File: src/hw/rtl/x25crp_pkg.sv
// shared types and constants of the call request parser
package x25crp_pkg;

	// result item kinds
	localparam logic [2:0] KIND_CALLED_DIGIT  = 3'd0;
	localparam logic [2:0] KIND_CALLING_DIGIT = 3'd1;
	localparam logic [2:0] KIND_CALLED_YBTS   = 3'd2;
	localparam logic [2:0] KIND_CALLING_YBTS  = 3'd3;
	localparam logic [2:0] KIND_SUMMARY       = 3'd4;

	// summary status codes
	localparam logic [1:0] STATUS_OK        = 2'd0;
	localparam logic [1:0] STATUS_SHORT     = 2'd1;
	localparam logic [1:0] STATUS_NOT_CALL  = 2'd2;

	// fixed limits
	localparam logic [7:0] MAX_USER_DATA  = 8'd128;
	localparam logic [5:0] PROTO_ID_BYTES = 6'd4;

	// register reset values
	localparam logic [7:0]  RST_CALL_CODE   = 8'd11;
	localparam logic [31:0] RST_TERM_ID     = 32'h0100_0000;
	localparam logic [31:0] RST_TERM_MASK   = 32'hff00_0000;

	typedef struct packed {
		logic [7:0]  call_code;
		logic [31:0] term_id;
		logic [31:0] term_mask;
	} cfg_t;

	typedef struct packed {
		logic [2:0] kind;
		logic [7:0] value;
	} item_t;

	// everything one input byte produces: up to three items sharing the context fields
	typedef struct packed {
		logic [1:0]       count;
		item_t [2:0]      items;
		logic [11:0]      channel;
		logic [7:0]       ptype;
		logic [31:0]      proto;
		logic [7:0]       ud_count;
		logic             terminal;
		logic [1:0]       status;
	} bundle_t;

endpackage

File: src/hw/rtl/x25crp_if.sv
// valid/ready channels for packet bytes and result items

interface x25crp_byte_if;
	logic       valid;
	logic       ready;
	logic [7:0] data_byte;
	logic       end_of_packet;

	modport source (output valid, data_byte, end_of_packet, input ready);
	modport sink (input valid, data_byte, end_of_packet, output ready);
endinterface

interface x25crp_item_if;
	logic        valid;
	logic        ready;
	logic [2:0]  item_kind;
	logic [7:0]  item_value;
	logic [11:0] channel_number;
	logic [7:0]  packet_kind;
	logic [31:0] protocol_id;
	logic [7:0]  user_data_count;
	logic        is_terminal_call;
	logic [1:0]  parse_status;
	logic        last_item;

	modport source (
		output valid, item_kind, item_value, channel_number, packet_kind, protocol_id,
			user_data_count, is_terminal_call, parse_status, last_item,
		input ready
	);
	modport sink (
		input valid, item_kind, item_value, channel_number, packet_kind, protocol_id,
			user_data_count, is_terminal_call, parse_status, last_item,
		output ready
	);
endinterface

File: src/hw/rtl/x25crp_core.sv
// per-byte parse state and the item bundle each byte produces
module x25crp_core
	import x25crp_pkg::*;
(
	input  logic       clk,
	input  logic       arst_n,
	input  logic       accept,
	input  logic [7:0] data_byte,
	input  logic       end_of_packet,
	input  cfg_t       cfg,
	output bundle_t    bundle
);

	localparam logic [3:0] PH_HDR   = 4'd0;
	localparam logic [3:0] PH_ALEN  = 4'd1;
	localparam logic [3:0] PH_DIG   = 4'd2;
	localparam logic [3:0] PH_FLEN  = 4'd3;
	localparam logic [3:0] PH_FSKIP = 4'd4;
	localparam logic [3:0] PH_PROTO = 4'd5;
	localparam logic [3:0] PH_YLEN1 = 4'd6;
	localparam logic [3:0] PH_YSTR1 = 4'd7;
	localparam logic [3:0] PH_YLEN2 = 4'd8;
	localparam logic [3:0] PH_YSTR2 = 4'd9;
	localparam logic [3:0] PH_REST  = 4'd10;

	logic [3:0]  phase_q, phase_n;
	logic [1:0]  hidx_q, hidx_n;
	logic [3:0]  called_len_q, called_len_n;
	logic [3:0]  calling_len_q, calling_len_n;
	logic [4:0]  dpos_q, dpos_n;
	logic [5:0]  frem_q, frem_n;
	logic [7:0]  ud_q, ud_n;
	logic [31:0] proto_q, proto_n;
	logic [11:0] chan_q, chan_n;
	logic [7:0]  type_q, type_n;
	logic        stop_q, stop_n;

	function automatic logic [7:0] to_lower(input logic [7:0] c);
		logic [7:0] r;
		r = c;
		if (c >= 8'h41 && c <= 8'h5a) begin
			r = c + 8'h20;
		end
		return r;
	endfunction

	// one parse step
	always_comb begin
		logic [4:0]  total;
		logic [4:0]  pos;
		logic [1:0]  k;
		logic        type_ok;
		item_t [2:0] items;
		logic [1:0]  status;

		phase_n       = phase_q;
		hidx_n        = hidx_q;
		called_len_n  = called_len_q;
		calling_len_n = calling_len_q;
		dpos_n        = dpos_q;
		frem_n        = frem_q;
		ud_n          = ud_q;
		proto_n       = proto_q;
		chan_n        = chan_q;
		type_n        = type_q;
		stop_n        = stop_q;
		total         = {1'b0, called_len_q} + {1'b0, calling_len_q};
		pos           = dpos_q;
		k             = 2'd0;
		items         = '0;
		status        = STATUS_OK;

		// user data counter, saturating
		if (phase_q >= PH_PROTO && ud_q < MAX_USER_DATA) begin
			ud_n = ud_q + 8'd1;
		end

		unique case (phase_q)
			PH_HDR: begin
				if (hidx_q == 2'd0) begin
					chan_n = {data_byte[3:0], 8'h00};
					hidx_n = 2'd1;
				end else if (hidx_q == 2'd1) begin
					chan_n = {chan_q[11:8], data_byte};
					hidx_n = 2'd2;
				end else begin
					type_n  = data_byte;
					hidx_n  = 2'd0;
					phase_n = PH_ALEN;
				end
			end
			PH_ALEN: begin
				called_len_n  = data_byte[3:0];
				calling_len_n = data_byte[7:4];
				dpos_n        = 5'd0;
				phase_n       = (data_byte != 8'h00) ? PH_DIG : PH_FLEN;
			end
			PH_DIG: begin
				// high nibble first, then low nibble
				if (pos < {1'b0, called_len_q}) begin
					items[k] = '{kind: KIND_CALLED_DIGIT, value: {4'h0, data_byte[7:4]}};
					k        = k + 2'd1;
					pos      = pos + 5'd1;
				end else if (pos < total) begin
					items[k] = '{kind: KIND_CALLING_DIGIT, value: {4'h0, data_byte[7:4]}};
					k        = k + 2'd1;
					pos      = pos + 5'd1;
				end
				if (pos < {1'b0, called_len_q}) begin
					items[k] = '{kind: KIND_CALLED_DIGIT, value: {4'h0, data_byte[3:0]}};
					k        = k + 2'd1;
					pos      = pos + 5'd1;
				end else if (pos < total) begin
					items[k] = '{kind: KIND_CALLING_DIGIT, value: {4'h0, data_byte[3:0]}};
					k        = k + 2'd1;
					pos      = pos + 5'd1;
				end
				dpos_n = pos;
				if (pos >= total) begin
					phase_n = PH_FLEN;
				end
			end
			PH_FLEN: begin
				frem_n  = data_byte[5:0];
				phase_n = (data_byte[5:0] != 6'd0) ? PH_FSKIP : PH_PROTO;
			end
			PH_FSKIP: begin
				frem_n = frem_q - 6'd1;
				if (frem_n == 6'd0) begin
					phase_n = PH_PROTO;
				end
			end
			PH_PROTO: begin
				proto_n = {proto_q[23:0], data_byte};
				frem_n  = frem_q + 6'd1;
				if (frem_n >= PROTO_ID_BYTES) begin
					frem_n  = 6'd0;
					phase_n = (type_q == 8'h00 || type_q == cfg.call_code) ? PH_YLEN1 : PH_REST;
				end
			end
			PH_YLEN1, PH_YLEN2: begin
				if (!data_byte[7]) begin
					phase_n = PH_REST;
				end else begin
					frem_n = data_byte[5:0];
					stop_n = 1'b0;
					if (data_byte[5:0] != 6'd0) begin
						phase_n = (phase_q == PH_YLEN1) ? PH_YSTR1 : PH_YSTR2;
					end else begin
						phase_n = (phase_q == PH_YLEN1) ? PH_YLEN2 : PH_REST;
					end
				end
			end
			PH_YSTR1, PH_YSTR2: begin
				// a zero byte ends the visible part of the string
				if (data_byte == 8'h00) begin
					stop_n = 1'b1;
				end
				if (!stop_n) begin
					items[k].kind  = (phase_q == PH_YSTR1) ? KIND_CALLED_YBTS : KIND_CALLING_YBTS;
					items[k].value = to_lower(data_byte);
					k              = k + 2'd1;
				end
				frem_n = frem_q - 6'd1;
				if (frem_n == 6'd0) begin
					phase_n = (phase_q == PH_YSTR1) ? PH_YLEN2 : PH_REST;
				end
			end
			default: begin
				phase_n = PH_REST;
			end
		endcase

		// summary on the last byte
		type_ok = (type_n == 8'h00) || (type_n == cfg.call_code);
		if (end_of_packet) begin
			if (phase_n == PH_HDR) begin
				status = STATUS_SHORT;
			end else if (!type_ok) begin
				status = STATUS_NOT_CALL;
			end else if (phase_n < PH_PROTO) begin
				status = STATUS_SHORT;
			end else begin
				status = STATUS_OK;
			end
			items[k] = '{kind: KIND_SUMMARY, value: 8'h00};
			k        = k + 2'd1;
		end

		bundle.count    = k;
		bundle.items    = items;
		bundle.channel  = chan_n;
		bundle.ptype    = type_n;
		bundle.proto    = proto_n;
		bundle.ud_count = ud_n;
		bundle.terminal = ((proto_n & cfg.term_mask) == cfg.term_id);
		bundle.status   = status;
	end

	// parse state, cleared at the end of each packet
	always_ff @(posedge clk or negedge arst_n) begin
		if (!arst_n) begin
			phase_q       <= PH_HDR;
			hidx_q        <= 2'd0;
			called_len_q  <= 4'd0;
			calling_len_q <= 4'd0;
			dpos_q        <= 5'd0;
			frem_q        <= 6'd0;
			ud_q          <= 8'd0;
			proto_q       <= 32'd0;
			chan_q        <= 12'd0;
			type_q        <= 8'd0;
			stop_q        <= 1'b0;
		end else if (accept) begin
			if (end_of_packet) begin
				phase_q       <= PH_HDR;
				hidx_q        <= 2'd0;
				called_len_q  <= 4'd0;
				calling_len_q <= 4'd0;
				dpos_q        <= 5'd0;
				frem_q        <= 6'd0;
				ud_q          <= 8'd0;
				proto_q       <= 32'd0;
				chan_q        <= 12'd0;
				type_q        <= 8'd0;
				stop_q        <= 1'b0;
			end else begin
				phase_q       <= phase_n;
				hidx_q        <= hidx_n;
				called_len_q  <= called_len_n;
				calling_len_q <= calling_len_n;
				dpos_q        <= dpos_n;
				frem_q        <= frem_n;
				ud_q          <= ud_n;
				proto_q       <= proto_n;
				chan_q        <= chan_n;
				type_q        <= type_n;
				stop_q        <= stop_n;
			end
		end
	end

endmodule

File: src/hw/rtl/x25_call_request_parser.sv
// X.25 call request parser: packet bytes in, address digits, YBTS characters and a summary out
//
// Takes one packet byte per transfer on pkt and returns result items on res, one per
// transfer. Each byte is parsed in the cycle it is taken; its zero to three items
// (address digits, YBTS characters, and the summary on the byte marked end_of_packet)
// sit in a bundle register and leave through an output register onto res. Bytes that give
// at most one item go through at one per cycle while res does not stall; a byte that gives
// more items holds pkt until its last item is popped, set by the single item per cycle of
// the res port. The APB registers (call request code at 0x0, terminal protocol id at 0x4,
// its mask at 0x8) reset to 11, 0x01000000 and 0xff000000 and are to be written by the user
// only while no packet is in flight; the block itself does not enforce this.
module x25_call_request_parser
	import x25crp_pkg::*;
(
	input  logic                 clk,
	input  logic                 arst_n,
	x25crp_byte_if.sink          pkt,
	x25crp_item_if.source        res,
	input  logic                 psel,
	input  logic                 penable,
	input  logic                 pwrite,
	input  logic [3:0]           paddr,
	input  logic [31:0]          pwdata,
	output logic [31:0]          prdata,
	output logic                 pready
);

	localparam logic [1:0] REG_CALL_CODE  = 2'd0;
	localparam logic [1:0] REG_TERM_ID    = 2'd1;
	localparam logic [1:0] REG_TERM_MASK  = 2'd2;

	cfg_t       cfg_q;
	bundle_t    bundle;
	bundle_t    bnd_s1;
	logic       bnd_valid_s1;
	logic [1:0] idx_q;
	logic       pop;
	logic       pop_last;
	logic       accept;
	item_t      slot;

	logic        out_valid_q;
	logic [2:0]  out_kind_q;
	logic [7:0]  out_value_q;
	logic [11:0] out_chan_q;
	logic [7:0]  out_type_q;
	logic [31:0] out_proto_q;
	logic [7:0]  out_ud_q;
	logic        out_term_q;
	logic [1:0]  out_status_q;

	// configuration registers
	assign pready = 1'b1;

	always_ff @(posedge clk or negedge arst_n) begin
		if (!arst_n) begin
			cfg_q.call_code <= RST_CALL_CODE;
			cfg_q.term_id   <= RST_TERM_ID;
			cfg_q.term_mask <= RST_TERM_MASK;
		end else if (psel && penable && pwrite && pready) begin
			unique case (paddr[3:2])
				REG_CALL_CODE: cfg_q.call_code <= pwdata[7:0];
				REG_TERM_ID:   cfg_q.term_id   <= pwdata;
				REG_TERM_MASK: cfg_q.term_mask <= pwdata;
				default: ;
			endcase
		end
	end

	always_comb begin
		unique case (paddr[3:2])
			REG_CALL_CODE: prdata = {24'h000000, cfg_q.call_code};
			REG_TERM_ID:   prdata = cfg_q.term_id;
			REG_TERM_MASK: prdata = cfg_q.term_mask;
			default:       prdata = 32'h0000_0000;
		endcase
	end

	// handshake between bundle and output register
	assign pop      = bnd_valid_s1 && (!out_valid_q || res.ready);
	assign pop_last = pop && (idx_q == bnd_s1.count - 2'd1);
	assign pkt.ready = !bnd_valid_s1 || pop_last;
	assign accept   = pkt.valid && pkt.ready;
	assign slot     = bnd_s1.items[idx_q];

	x25crp_core u_core (
		.clk           (clk),
		.arst_n        (arst_n),
		.accept        (accept),
		.data_byte     (pkt.data_byte),
		.end_of_packet (pkt.end_of_packet),
		.cfg           (cfg_q),
		.bundle        (bundle)
	);

	// bundle register control
	always_ff @(posedge clk or negedge arst_n) begin
		if (!arst_n) begin
			bnd_valid_s1 <= 1'b0;
			idx_q        <= 2'd0;
		end else if (accept && bundle.count != 2'd0) begin
			bnd_valid_s1 <= 1'b1;
			idx_q        <= 2'd0;
		end else if (pop_last) begin
			bnd_valid_s1 <= 1'b0;
			idx_q        <= 2'd0;
		end else if (pop) begin
			idx_q <= idx_q + 2'd1;
		end
	end

	// bundle payload
	always_ff @(posedge clk) begin
		if (accept) begin
			bnd_s1 <= bundle;
		end
	end

	// output register control
	always_ff @(posedge clk or negedge arst_n) begin
		if (!arst_n) begin
			out_valid_q <= 1'b0;
		end else if (pop) begin
			out_valid_q <= 1'b1;
		end else if (res.ready) begin
			out_valid_q <= 1'b0;
		end
	end

	// output payload
	always_ff @(posedge clk) begin
		if (pop) begin
			out_kind_q   <= slot.kind;
			out_value_q  <= slot.value;
			out_chan_q   <= bnd_s1.channel;
			out_type_q   <= bnd_s1.ptype;
			out_proto_q  <= bnd_s1.proto;
			out_ud_q     <= bnd_s1.ud_count;
			out_term_q   <= bnd_s1.terminal;
			out_status_q <= (slot.kind == KIND_SUMMARY) ? bnd_s1.status : STATUS_OK;
		end
	end

	assign res.valid            = out_valid_q;
	assign res.item_kind        = out_kind_q;
	assign res.item_value       = out_value_q;
	assign res.channel_number   = out_chan_q;
	assign res.packet_kind      = out_type_q;
	assign res.protocol_id      = out_proto_q;
	assign res.user_data_count  = out_ud_q;
	assign res.is_terminal_call = out_term_q;
	assign res.parse_status     = out_status_q;
	assign res.last_item        = (out_kind_q == KIND_SUMMARY);

endmodule

File: src/flat_wrapper.sv
// flat-port wrapper written by rule: the top's interface ports become plain ports
module x25_call_request_parser_flat import x25crp_pkg::*;
  (clk, arst_n, psel, penable, pwrite, paddr, pwdata, prdata, pready, pkt_valid, pkt_data_byte, pkt_end_of_packet, pkt_ready, res_valid, res_item_kind, res_item_value, res_channel_number, res_packet_kind, res_protocol_id, res_user_data_count, res_is_terminal_call, res_parse_status, res_last_item, res_ready);
  x25crp_byte_if pkt_i ();
  x25crp_item_if res_i ();
  input  logic clk;
  input  logic arst_n;
  input  logic psel;
  input  logic penable;
  input  logic pwrite;
  input  logic [3:0] paddr;
  input  logic [31:0] pwdata;
  output logic [31:0] prdata;
  output logic pready;
  input wire logic [$bits(pkt_i.valid)-1:0] pkt_valid;
  input wire logic [$bits(pkt_i.data_byte)-1:0] pkt_data_byte;
  input wire logic [$bits(pkt_i.end_of_packet)-1:0] pkt_end_of_packet;
  output wire logic [$bits(pkt_i.ready)-1:0] pkt_ready;
  output wire logic [$bits(res_i.valid)-1:0] res_valid;
  output wire logic [$bits(res_i.item_kind)-1:0] res_item_kind;
  output wire logic [$bits(res_i.item_value)-1:0] res_item_value;
  output wire logic [$bits(res_i.channel_number)-1:0] res_channel_number;
  output wire logic [$bits(res_i.packet_kind)-1:0] res_packet_kind;
  output wire logic [$bits(res_i.protocol_id)-1:0] res_protocol_id;
  output wire logic [$bits(res_i.user_data_count)-1:0] res_user_data_count;
  output wire logic [$bits(res_i.is_terminal_call)-1:0] res_is_terminal_call;
  output wire logic [$bits(res_i.parse_status)-1:0] res_parse_status;
  output wire logic [$bits(res_i.last_item)-1:0] res_last_item;
  input wire logic [$bits(res_i.ready)-1:0] res_ready;
  assign pkt_i.valid = pkt_valid;
  assign pkt_i.data_byte = pkt_data_byte;
  assign pkt_i.end_of_packet = pkt_end_of_packet;
  assign pkt_ready = pkt_i.ready;
  assign res_valid = res_i.valid;
  assign res_item_kind = res_i.item_kind;
  assign res_item_value = res_i.item_value;
  assign res_channel_number = res_i.channel_number;
  assign res_packet_kind = res_i.packet_kind;
  assign res_protocol_id = res_i.protocol_id;
  assign res_user_data_count = res_i.user_data_count;
  assign res_is_terminal_call = res_i.is_terminal_call;
  assign res_parse_status = res_i.parse_status;
  assign res_last_item = res_i.last_item;
  assign res_i.ready = res_ready;
  x25_call_request_parser u_core (.clk(clk), .arst_n(arst_n), .pkt(pkt_i), .res(res_i), .psel(psel), .penable(penable), .pwrite(pwrite), .paddr(paddr), .pwdata(pwdata), .prdata(prdata), .pready(pready));
endmodule
File: config.mk
export PLATFORM = sky130hd
export DESIGN_NAME = x25_call_request_parser_flat
export DESIGN_NICKNAME = d
export VERILOG_FILES = /design/src/hw/rtl/x25crp_pkg.sv /design/src/hw/rtl/x25crp_if.sv /design/src/hw/rtl/x25crp_core.sv /design/src/hw/rtl/x25_call_request_parser.sv /design/src/flat_wrapper.sv
export SDC_FILE = /design/constraint.sdc
export NUM_CORES = 1
export LEC_CHECK = 0
export ABC_CLOCK_PERIOD_IN_PS = 5400
export BUFFER_PORTS_ARGS = -buffer_cell sky130_fd_sc_hd__buf_2
export CELL_PAD_IN_SITES_DETAIL_PLACEMENT = 0
export CELL_PAD_IN_SITES_GLOBAL_PLACEMENT = 1
export CORE_MARGIN = 10
export CORE_UTILIZATION = 30
export DETAILED_ROUTE_END_ITERATION = 6
export PLACE_DENSITY_LB_ADDON = 0.1
export SLEW_MARGIN = 5
export SYNTH_ARGS = -nofsm -noshare
export SYNTH_HDL_FRONTEND = slang
export SYNTH_SLANG_ARGS = --single-unit
File: constraint.sdc
create_clock -name clk -period 5.4 [get_ports clk]
set_input_delay 1.35 -clock clk [delete_from_list [all_inputs] [get_ports clk]]
set_output_delay 1.35 -clock clk [all_outputs]
set_load 0.05 [all_outputs]
==> results of run 1 <==
## sequential cells by signal (all words and copies together), names as in the netlist, 5 cells and up
name,cells
u_core.bnd_s1,83
u_core.cfg_q,72
u_core.res.channel_number,12
u_core.res.item_value,8
u_core.res.packet_kind,8
u_core.res.protocol_id,32
u_core.res.user_data_count,8
u_core.u_core.chan_q,12
u_core.u_core.dpos_q,5
u_core.u_core.frem_q,6
u_core.u_core.proto_q,32
u_core.u_core.type_q,8
u_core.u_core.ud_q,8
## cell type report
type	count	area, um^2	area share [%]
sequential	319	8780	47.4
multi-input combinational	942	6300	34.0
clock buffer	46	1000	5.40
inverter	39	155	0.836
timing repair buffer	216	1260	6.80
clock inverter	25	201	1.09
tap	672	841	4.53
## power by group through the flow
stage / registers [mW] / clock network [mW] / logic [mW]
6_report: 3.82 / 2.51 / 3.97
5_1_grt: 3.91 / 2.69 / 4.33
4_1_cts: 3.83 / 2.60 / 3.90
3_5_place_dp: 3.87 / 0 / 3.86
3_3_place_gp: 3.86 / 0 / 3.85
2_1_floorplan: 4.33 / 0 / 2.13
## layer usage
| metal | vias up | part of all wire [%] | wire length, um | GRT usage (%) |
|---|---|---|---|---|
| met1 | 5406 | 47 | 21600 | 20.3 |
| met3 | 63 | 4.5 | 2050 | 2.81 |
| met2 | 217 | 46 | 21000 | 23.4 |
| met5 | - | 0.055 | 25 | 0 |
| li1 | 5270 | - | - | - |
| met4 | 4 | 2.0 | 908 | 4.25 |
## critical path, stage by stage (launching register included)
cell,delay [ps]
dfrtp_1,380
ha_2,200
fa_2,520
inv_2,50
ha_4,200
a221o_1,370
a211oi_4,360
a221oi_4,150
buf_6,160
o21ai_4,150
nand2_4,80
ha_4,260
a21oi_4,160
nand3_2,80
mux2i_2,200
o211ai_2,120
o211ai_2,130
mux2_4,360
ha_4,270
a21oi_2,60
or2b_1,250
nand4_1,90
mux2i_1,70
or3_1,340
a31oi_1,170
## timing repair
action                                  4_1_cts  5_1_grt
pin swaps                                    12       18
endpoints found under the setup margin        8       17
buffers inserted                              3        3
gates resized for setup                       8       30
## worst max path at each step
stage | start | endpoint | slack, ps | depth (start not counted)
after detailed placement | u_core.u_core.called_len_q[0]$_DFFE_PN0P_ | u_core.u_core.phase_q[0]$_DFFE_PN0P_ | -130 | 23
final | u_core.u_core.called_len_q[0]$_DFFE_PN0P_ | u_core.u_core.phase_q[0]$_DFFE_PN0P_ | 120 | 24
after CTS | u_core.u_core.calling_len_q[0]$_DFFE_PN0P_ | u_core.u_core.phase_q[0]$_DFFE_PN0P_ | 5 | 25
after global routing | u_core.u_core.called_len_q[0]$_DFFE_PN0P_ | u_core.u_core.phase_q[0]$_DFFE_PN0P_ | -210 | 27
after global placement | u_core.u_core.called_len_q[0]$_DFFE_PN0P_ | u_core.u_core.phase_q[0]$_DFFE_PN0P_ | -60 | 24
after floorplan | u_core.u_core.called_len_q[0]$_DFFE_PN0P_ | u_core.u_core.phase_q[0]$_DFFE_PN0P_ | 2 | 24
## through the flow
| stage | power (mW) | hold WS (ps) | cell area (um^2) |
|---|---|---|---|
| 6_report | 10.3 | 417 | 18500 |
| 5_1_grt | 10.9 | 423 | 18500 |
| 4_1_cts | 10.3 | 414 | 18400 |
| 3_5_place_dp | 7.73 | 405 | 17100 |
| 3_3_place_gp | 7.71 | 401 | 17100 |
| 2_1_floorplan | 6.46 | 400 | 15300 |
## placed cells by master (no fill, tap or decap), types with 5 or more instances in the layout
cell | netlist | routed
o21ai_0 | 51 | 50
nor3_1 | 16 | 16
dfstp_2 | 12 | 12
nor2b_1 | 9 | 7
nand3_1 | 53 | 50
dfrtp_1 | 150 | 150
nand4_1 | 8 | 8
nor2_1 | 47 | 47
clkbuf_1 | 62 | 7
ha_1 | 29 | 21
clkinv_2 | 1 | 8
xor2_1 | 15 | 15
a21oi_1 | 37 | 33
nand3b_1 | 5 | 5
clkinv_1 | 0 | 8
xnor2_1 | 49 | 48
mux2i_1 | 27 | 26
a22o_1 | 29 | 29
nand2b_1 | 11 | 10
nand2_1 | 294 | 289
mux2_2 | 78 | 78
nor4_1 | 19 | 19
or3_1 | 5 | 5
clkbuf_16 | 0 | 39
o22ai_1 | 5 | 5
and2_1 | 26 | 26
buf_2 | 1 | 157
a31o_2 | 13 | 13
ha_4 | 0 | 5
a31oi_1 | 9 | 9
buf_4 | 2 | 55
a22oi_1 | 16 | 16
inv_1 | 37 | 32
edfxtp_1 | 157 | 157
o31ai_1 | 15 | 15
## cells by family after synthesis
kind of cell | Yosys count
and+or+nand+nor | 516
DFF | 319
AOI/OAI and AO/OA | 219
buffers and inverters | 116
muxes | 108
xor gates and xnor gates | 67
adders and majority gates | 31
other | 1
==> metrics.md, run 1 <==
| Metric | Value |
|---|---|
| Status | finished clean |
| Worst Skew | 32.0 ps |
| CTS H-tree lvls | 2 |
| Inst Count DP | 2183 |
| Synth async-reset ratio | 50.8% |
| Synth Area in Compound Gates | 10.1% |
| Yosys top cell area share | 30.8% |
| R2R Path End | u_core.u_core.phase_q[0]$_DFFE_PN0P_ |
| RSZ-0062 raised after global routing | true |
| Combinational power share | 38.5% |
| Die span in y | 246 um |
| # IOs | 162 |
| Clk_lat worst skew | 570 ps |
| Worst path required time | 5860 ps |
| Top-count cell post-synth | nand2_1 |
| Internal power | 6.14 mW |
| Synth Register Bits | 319 |
| Congestion Overflow GR | 0 |
| Antenna fix cells | 0 |
| Inserted Clock Buffers | 39 |
| Endpoints failing hold | 0 |
| Die Footprint | 60500 um^2 |
| GPL Wtd Cong | 0.823 |
| Crit path arrival time | 5740 ps |
| Util after Layout | 36.9% |
| Fin cells | 2259 |
| Synth cell types | 81 |
| Pin count of the biggest net entering global routing | 89 |
| Fin. max-slew vios | 0 |
| TritonCTS clock tree | done |
| Post-Synth Simple-Gate Area | 15.2% |
| Pre-Repair DR Iteration Count | 5 |
| Final wirelength | 45600 um |
| GRT Overall Usage | 14.8% |
| Clock network power share | 24.4% |
| Synth Area per Inst | 11.1 um^2 |
| Hold Crit Class | register to register |
| Routed WL per cell | 20.2 um |
| Area grow syn2layout | 21.2% |
| Final worst-path cycle share | 97.8% |
| Filler cells | 5077 |
| Top post-synthesis cells by count | nand2_1 (294), edfxtp_1 (157), dfrtp_1 (150), mux2_2 (78), clkbuf_1 (62) |
| First-pass GRT wire length | 69400 um |
| Iter 0 DRT Violations | 764 |
| Max capacitance violation total | 0 |
| Main flop type after synthesis | edfxtp_1 |
| Post-route DRC | 0 |
| Largest family of logic cells by synthesized area | simple AND/OR/NAND/NOR gates |
| IO buf count | 158 |
| Starting Density | 30.5% |
| Peak supply drop | 0.224 mV |
| Slew @ Worst Pin | 1200 ps |
| Post-synthesis mux area share | 7.79% |
| Min-Delay Endpoint | u_core.res.channel_number[3]$_DFFE_PP_ |
| Via density | 4.85 |
| Startpoint types | register |
| Min-delay src | u_core.bnd_s1[54]$_DFFE_PP_ |
| Share of layout cells above drive strength 1 | 27.5% |
| Via Count | 11000 |
| Mapped cell area | 15300 um^2 |
| Final Setup Violations | 0 |
| Power Dens Cells | 555 nW/um^2 |
| Syn_nets | 1459 |
| Worst-path clk slew | 60 ps |
| Post-synthesis xor/xnor area fraction | 3.98% |
| F_max | 189 MHz |
| Slew margin rel. | 18.9% |
| Pleak | 7.88 nW |
| R2r startpoint | u_core.u_core.called_len_q[0]$_DFFE_PN0P_ |
| CP max FO | 4 |
| HPWL after DPL | 31200 um |
| Die X | 246 um |
| Final worst slack | 119 ps |
| Fraction of the mapped netlist area in adder cells | 2.57% |
| # rows | 82 |
| Sequential share of power | 37.1% |
| CP Class | register to register |
| Setup TNS | 0 ps |
| Core area | 50300 um^2 |
| Antenna Nets Post-Route | 0 |
| Vias in the first global route | 11100 |
| Switching share of power | 40.3% |
| EDFF count, synth | 157 |
| CTS Hold Bufs | 0 |
| CTS sink cnt | 319 |
| Yosys top cell by area | edfxtp_1 |
| Crit. End Element | register |
| Sequential share of the synthesized area | 57.4% |
| Placement Setup Slack | -129 ps |
| Flop2flop setup slack | 120 ps |
| # nets final | 1639 |
| Mapped Cells | 1377 |
| Crit path time final | 5280 ps |
| Worst R2R Path Depth | 24 |
| Synth top area cells | edfxtp_1 (31%), dfrtp_1 (25%), nand2_1 (7.2%) |
| Hold Path Depth | 0 |
| Clock Tree Buf Depth | 3 |
| Total net switching power | 4.15 mW |
| Initial antenna violation count | 2 |
| Yosys warns | 0 |
| CTS Root Cell | clkbuf_16 |
No activity file was read; power rests on OpenSTA's default activity.
==> run 2: changes to the inputs <==
--- a/config.mk
+++ b/config.mk
@@ -10,7 +10,7 @@
 export CELL_PAD_IN_SITES_DETAIL_PLACEMENT = 0
 export CELL_PAD_IN_SITES_GLOBAL_PLACEMENT = 1
 export CORE_MARGIN = 10
-export CORE_UTILIZATION = 30
+export CORE_UTILIZATION = 43
 export DETAILED_ROUTE_END_ITERATION = 6
 export PLACE_DENSITY_LB_ADDON = 0.1
 export SLEW_MARGIN = 5
==> run 2 against run 1 <==
Net effect:
- die area fell by 28%
- register-to-register slack barely moved
- global-route usage rose by 3.7 points
- cell area fell by 1.9%
- first-iteration DRC count fell by 6.7%
- clock power barely moved
- sequential power barely moved
- count of clock-buffer cells in the layout fell by 3
- worst setup slack improved by 5.1 ps
==> metrics.md, run 2 (synthesized netlist as in run 1, its figures left out) <==
| Metric | Value |
|---|---|
| Routed WL per cell | 20.2 um |
| Worst-path clk slew | 60 ps |
| Crit. End Element | register |
| Placement Setup Slack | -167 ps |
| Pre-Repair DR Iteration Count | 5 |
| Final worst-path cycle share | 97.7% |
| Worst R2R Path Depth | 26 |
| Iter 0 DRT Violations | 713 |
| Congestion Overflow GR | 0 |
| R2r startpoint | u_core.u_core.calling_len_q[0]$_DFFE_PN0P_ |
| Via density | 5.36 |
| Startpoint types | register |
| Inserted Clock Buffers | 36 |
| Tot Pwr | 10.1 mW |
| Min-Delay Endpoint | u_core.res.protocol_id[6]$_DFFE_PP_ |
| Slew @ Worst Pin | 1130 ps |
| Slew margin rel. | 23.8% |
| Area grow syn2layout | 18.8% |
| HPWL after DPL | 28800 um |
| Largest reg by FF count | u_core.bnd_s1 |
| Endpoints failing hold | 0 |
| # IOs | 162 |
| Pleak | 7.87 nW |
| Die Footprint | 43600 um^2 |
| Switching share of power | 39.3% |
| Flop2flop setup slack | 120 ps |
| CTS Root Cell | clkbuf_16 |
| Total net switching power | 3.98 mW |
| Die span in y | 209 um |
| # rows | 69 |
| F_max | 190 MHz |
| Top Registers | u_core.bnd_s1: 83 flops, u_core.cfg_q: 72 flops |
| Clock network power share | 24.6% |
| Starting Density | 43.4% |
| First-pass GRT wire length | 65100 um |
| Status | finished clean |
| IO buf count | 158 |
| CTS sink cnt | 319 |
| CTS H-tree lvls | 2 |
| Min-delay src | u_core.bnd_s1[17]$_DFFE_PP_ |
| Crit path time final | 5280 ps |
| Fin. max-slew vios | 0 |
| R2R Path End | u_core.u_core.phase_q[0]$_DFFE_PN0P_ |
| Largest register FFs | 83 |
| Clock Tree Buf Depth | 3 |
| RSZ-0062 raised after global routing | true |
| Commonest non-fill, non-tap cell in the layout | nand2_1 |
| GRT Overall Usage | 18.6% |
| CP Class | register to register |
| Post-route DRC | 0 |
| Internal power | 6.15 mW |
| Antenna Nets Post-Route | 0 |
| Final wirelength | 41400 um |
| CP max FO | 4 |
| Share of layout cells above drive strength 1 | 26.9% |
| Die X | 209 um |
| Peak supply drop | 0.306 mV |
| Inst Count DP | 1976 |
| Combinational power share | 37.8% |
| Max capacitance violation total | 0 |
| Via Count | 11000 |
| Pin count of the biggest net entering global routing | 120 |
| Clk_lat worst skew | 520 ps |
| CTS Hold Bufs | 0 |
| # nets final | 1640 |
| Hold Path Depth | 0 |
| Core area | 35300 um^2 |
| Hold WS | 416 ps |
| Fin cells | 2048 |
| Final Setup Violations | 0 |
| GPL Wtd Cong | 0.860 |
| Power Dens Cells | 557 nW/um^2 |
| Vias in the first global route | 11000 |
| Crit path arrival time | 5720 ps |
| Sequential share of power | 37.6% |
| TritonCTS clock tree | done |
| Worst path required time | 5840 ps |
| Final worst slack | 124 ps |
| Most frequent cells in the layout | nand2_1 (290), buf_2 (157), edfxtp_1 (157) |
| Filler cells | 3224 |
| Worst setup path startpoint | u_core.u_core.calling_len_q[0]$_DFFE_PN0P_ |
| Hold Crit Class | register to register |
| Worst Skew | 9.95 ps |
| Initial antenna violation count | 1 |
## run 2: cell type report
type                    count  area (um^2)  area share, %
repair buffers            220         1280           7.03
diodes                      1         2.50         0.0138
clock inverters            23          267           1.47
inverters                  39          151          0.832
multi-input cells         942         6180           34.0
clock buffers              43          947           5.21
well taps                 461          577           3.17
flip-flops and latches    319         8780           48.3
## run 2: routing by layer
metal | part of all wire, % | global-route usage (%) | up-vias
li1 | - | - | 5279
met1 | 48 | 26.5 | 5391
met2 | 45 | 28.7 | 249
met3 | 5.1 | 3.59 | 52
met4 | 1.6 | 3.94 | 0
met5 | 0 | 0 | -
## run 2: worst max-delay path by stage
stage                                                 endpoint  slack, ps  depth (start not counted)
after floorplan           u_core.u_core.phase_q[0]$_DFFE_PN0P_          2                         24
after global placement    u_core.u_core.phase_q[0]$_DFFE_PN0P_        -20                         22
after detailed placement  u_core.u_core.phase_q[0]$_DFFE_PN0P_       -170                         22
after CTS                 u_core.u_core.phase_q[0]$_DFFE_PN0P_          3                         24
after global routing      u_core.u_core.phase_q[0]$_DFFE_PN0P_       -130                         26
final                     u_core.u_core.phase_q[0]$_DFFE_PN0P_        120                         26
## run 2: power by group through the flow
stage	combinational (mW)	sequential, mW	clock (mW)
global placement	3.73	3.84	0
CTS	3.79	3.81	2.56
detailed placement	3.77	3.85	0
floorplan	2.13	4.33	0
global route	4.17	3.89	2.67
finish	3.83	3.81	2.50
## run 2: per-stage QoR
step / instance area (um^2) / TNS [ps] / utilization [%]
after floorplan: 15300 / 0 / -
after global routing: 18200 / -159 / 51.5
after detailed placement: 16800 / -662 / 47.7
final: 18200 / 0 / 51.5
after CTS: 18100 / 0 / 51.2
after global placement: 16800 / -22.5 / 47.7
## run 2: worst max-delay path, cell delays in order (launching register included)
cell and delay [ps]:
dfrtp_1 380, ha_2 200, fa_2 530, inv_2 50, ha_4 200, a221o_1 370
a211oi_2 310, a221oi_2 140, buf_4 180, o21ai_2 140, nand2_2 100, ha_4 230
a21oi_4 160, nand2_1 80, mux2i_2 190, o211ai_2 140, o211ai_2 140, buf_4 170
nand4_1 140, xnor2_2 190, ha_1 290, nand2_2 60, a21oi_2 100, o31a_1 130
o21ai_1 50, or3_1 350, a31oi_1 160
## run 2: timing repair
action | CTS | global route
pin swaps | 3 | 15
buffers inserted | 2 | 3
endpoints found under the setup margin | 9 | 18
gates resized for setup | 2 | 18
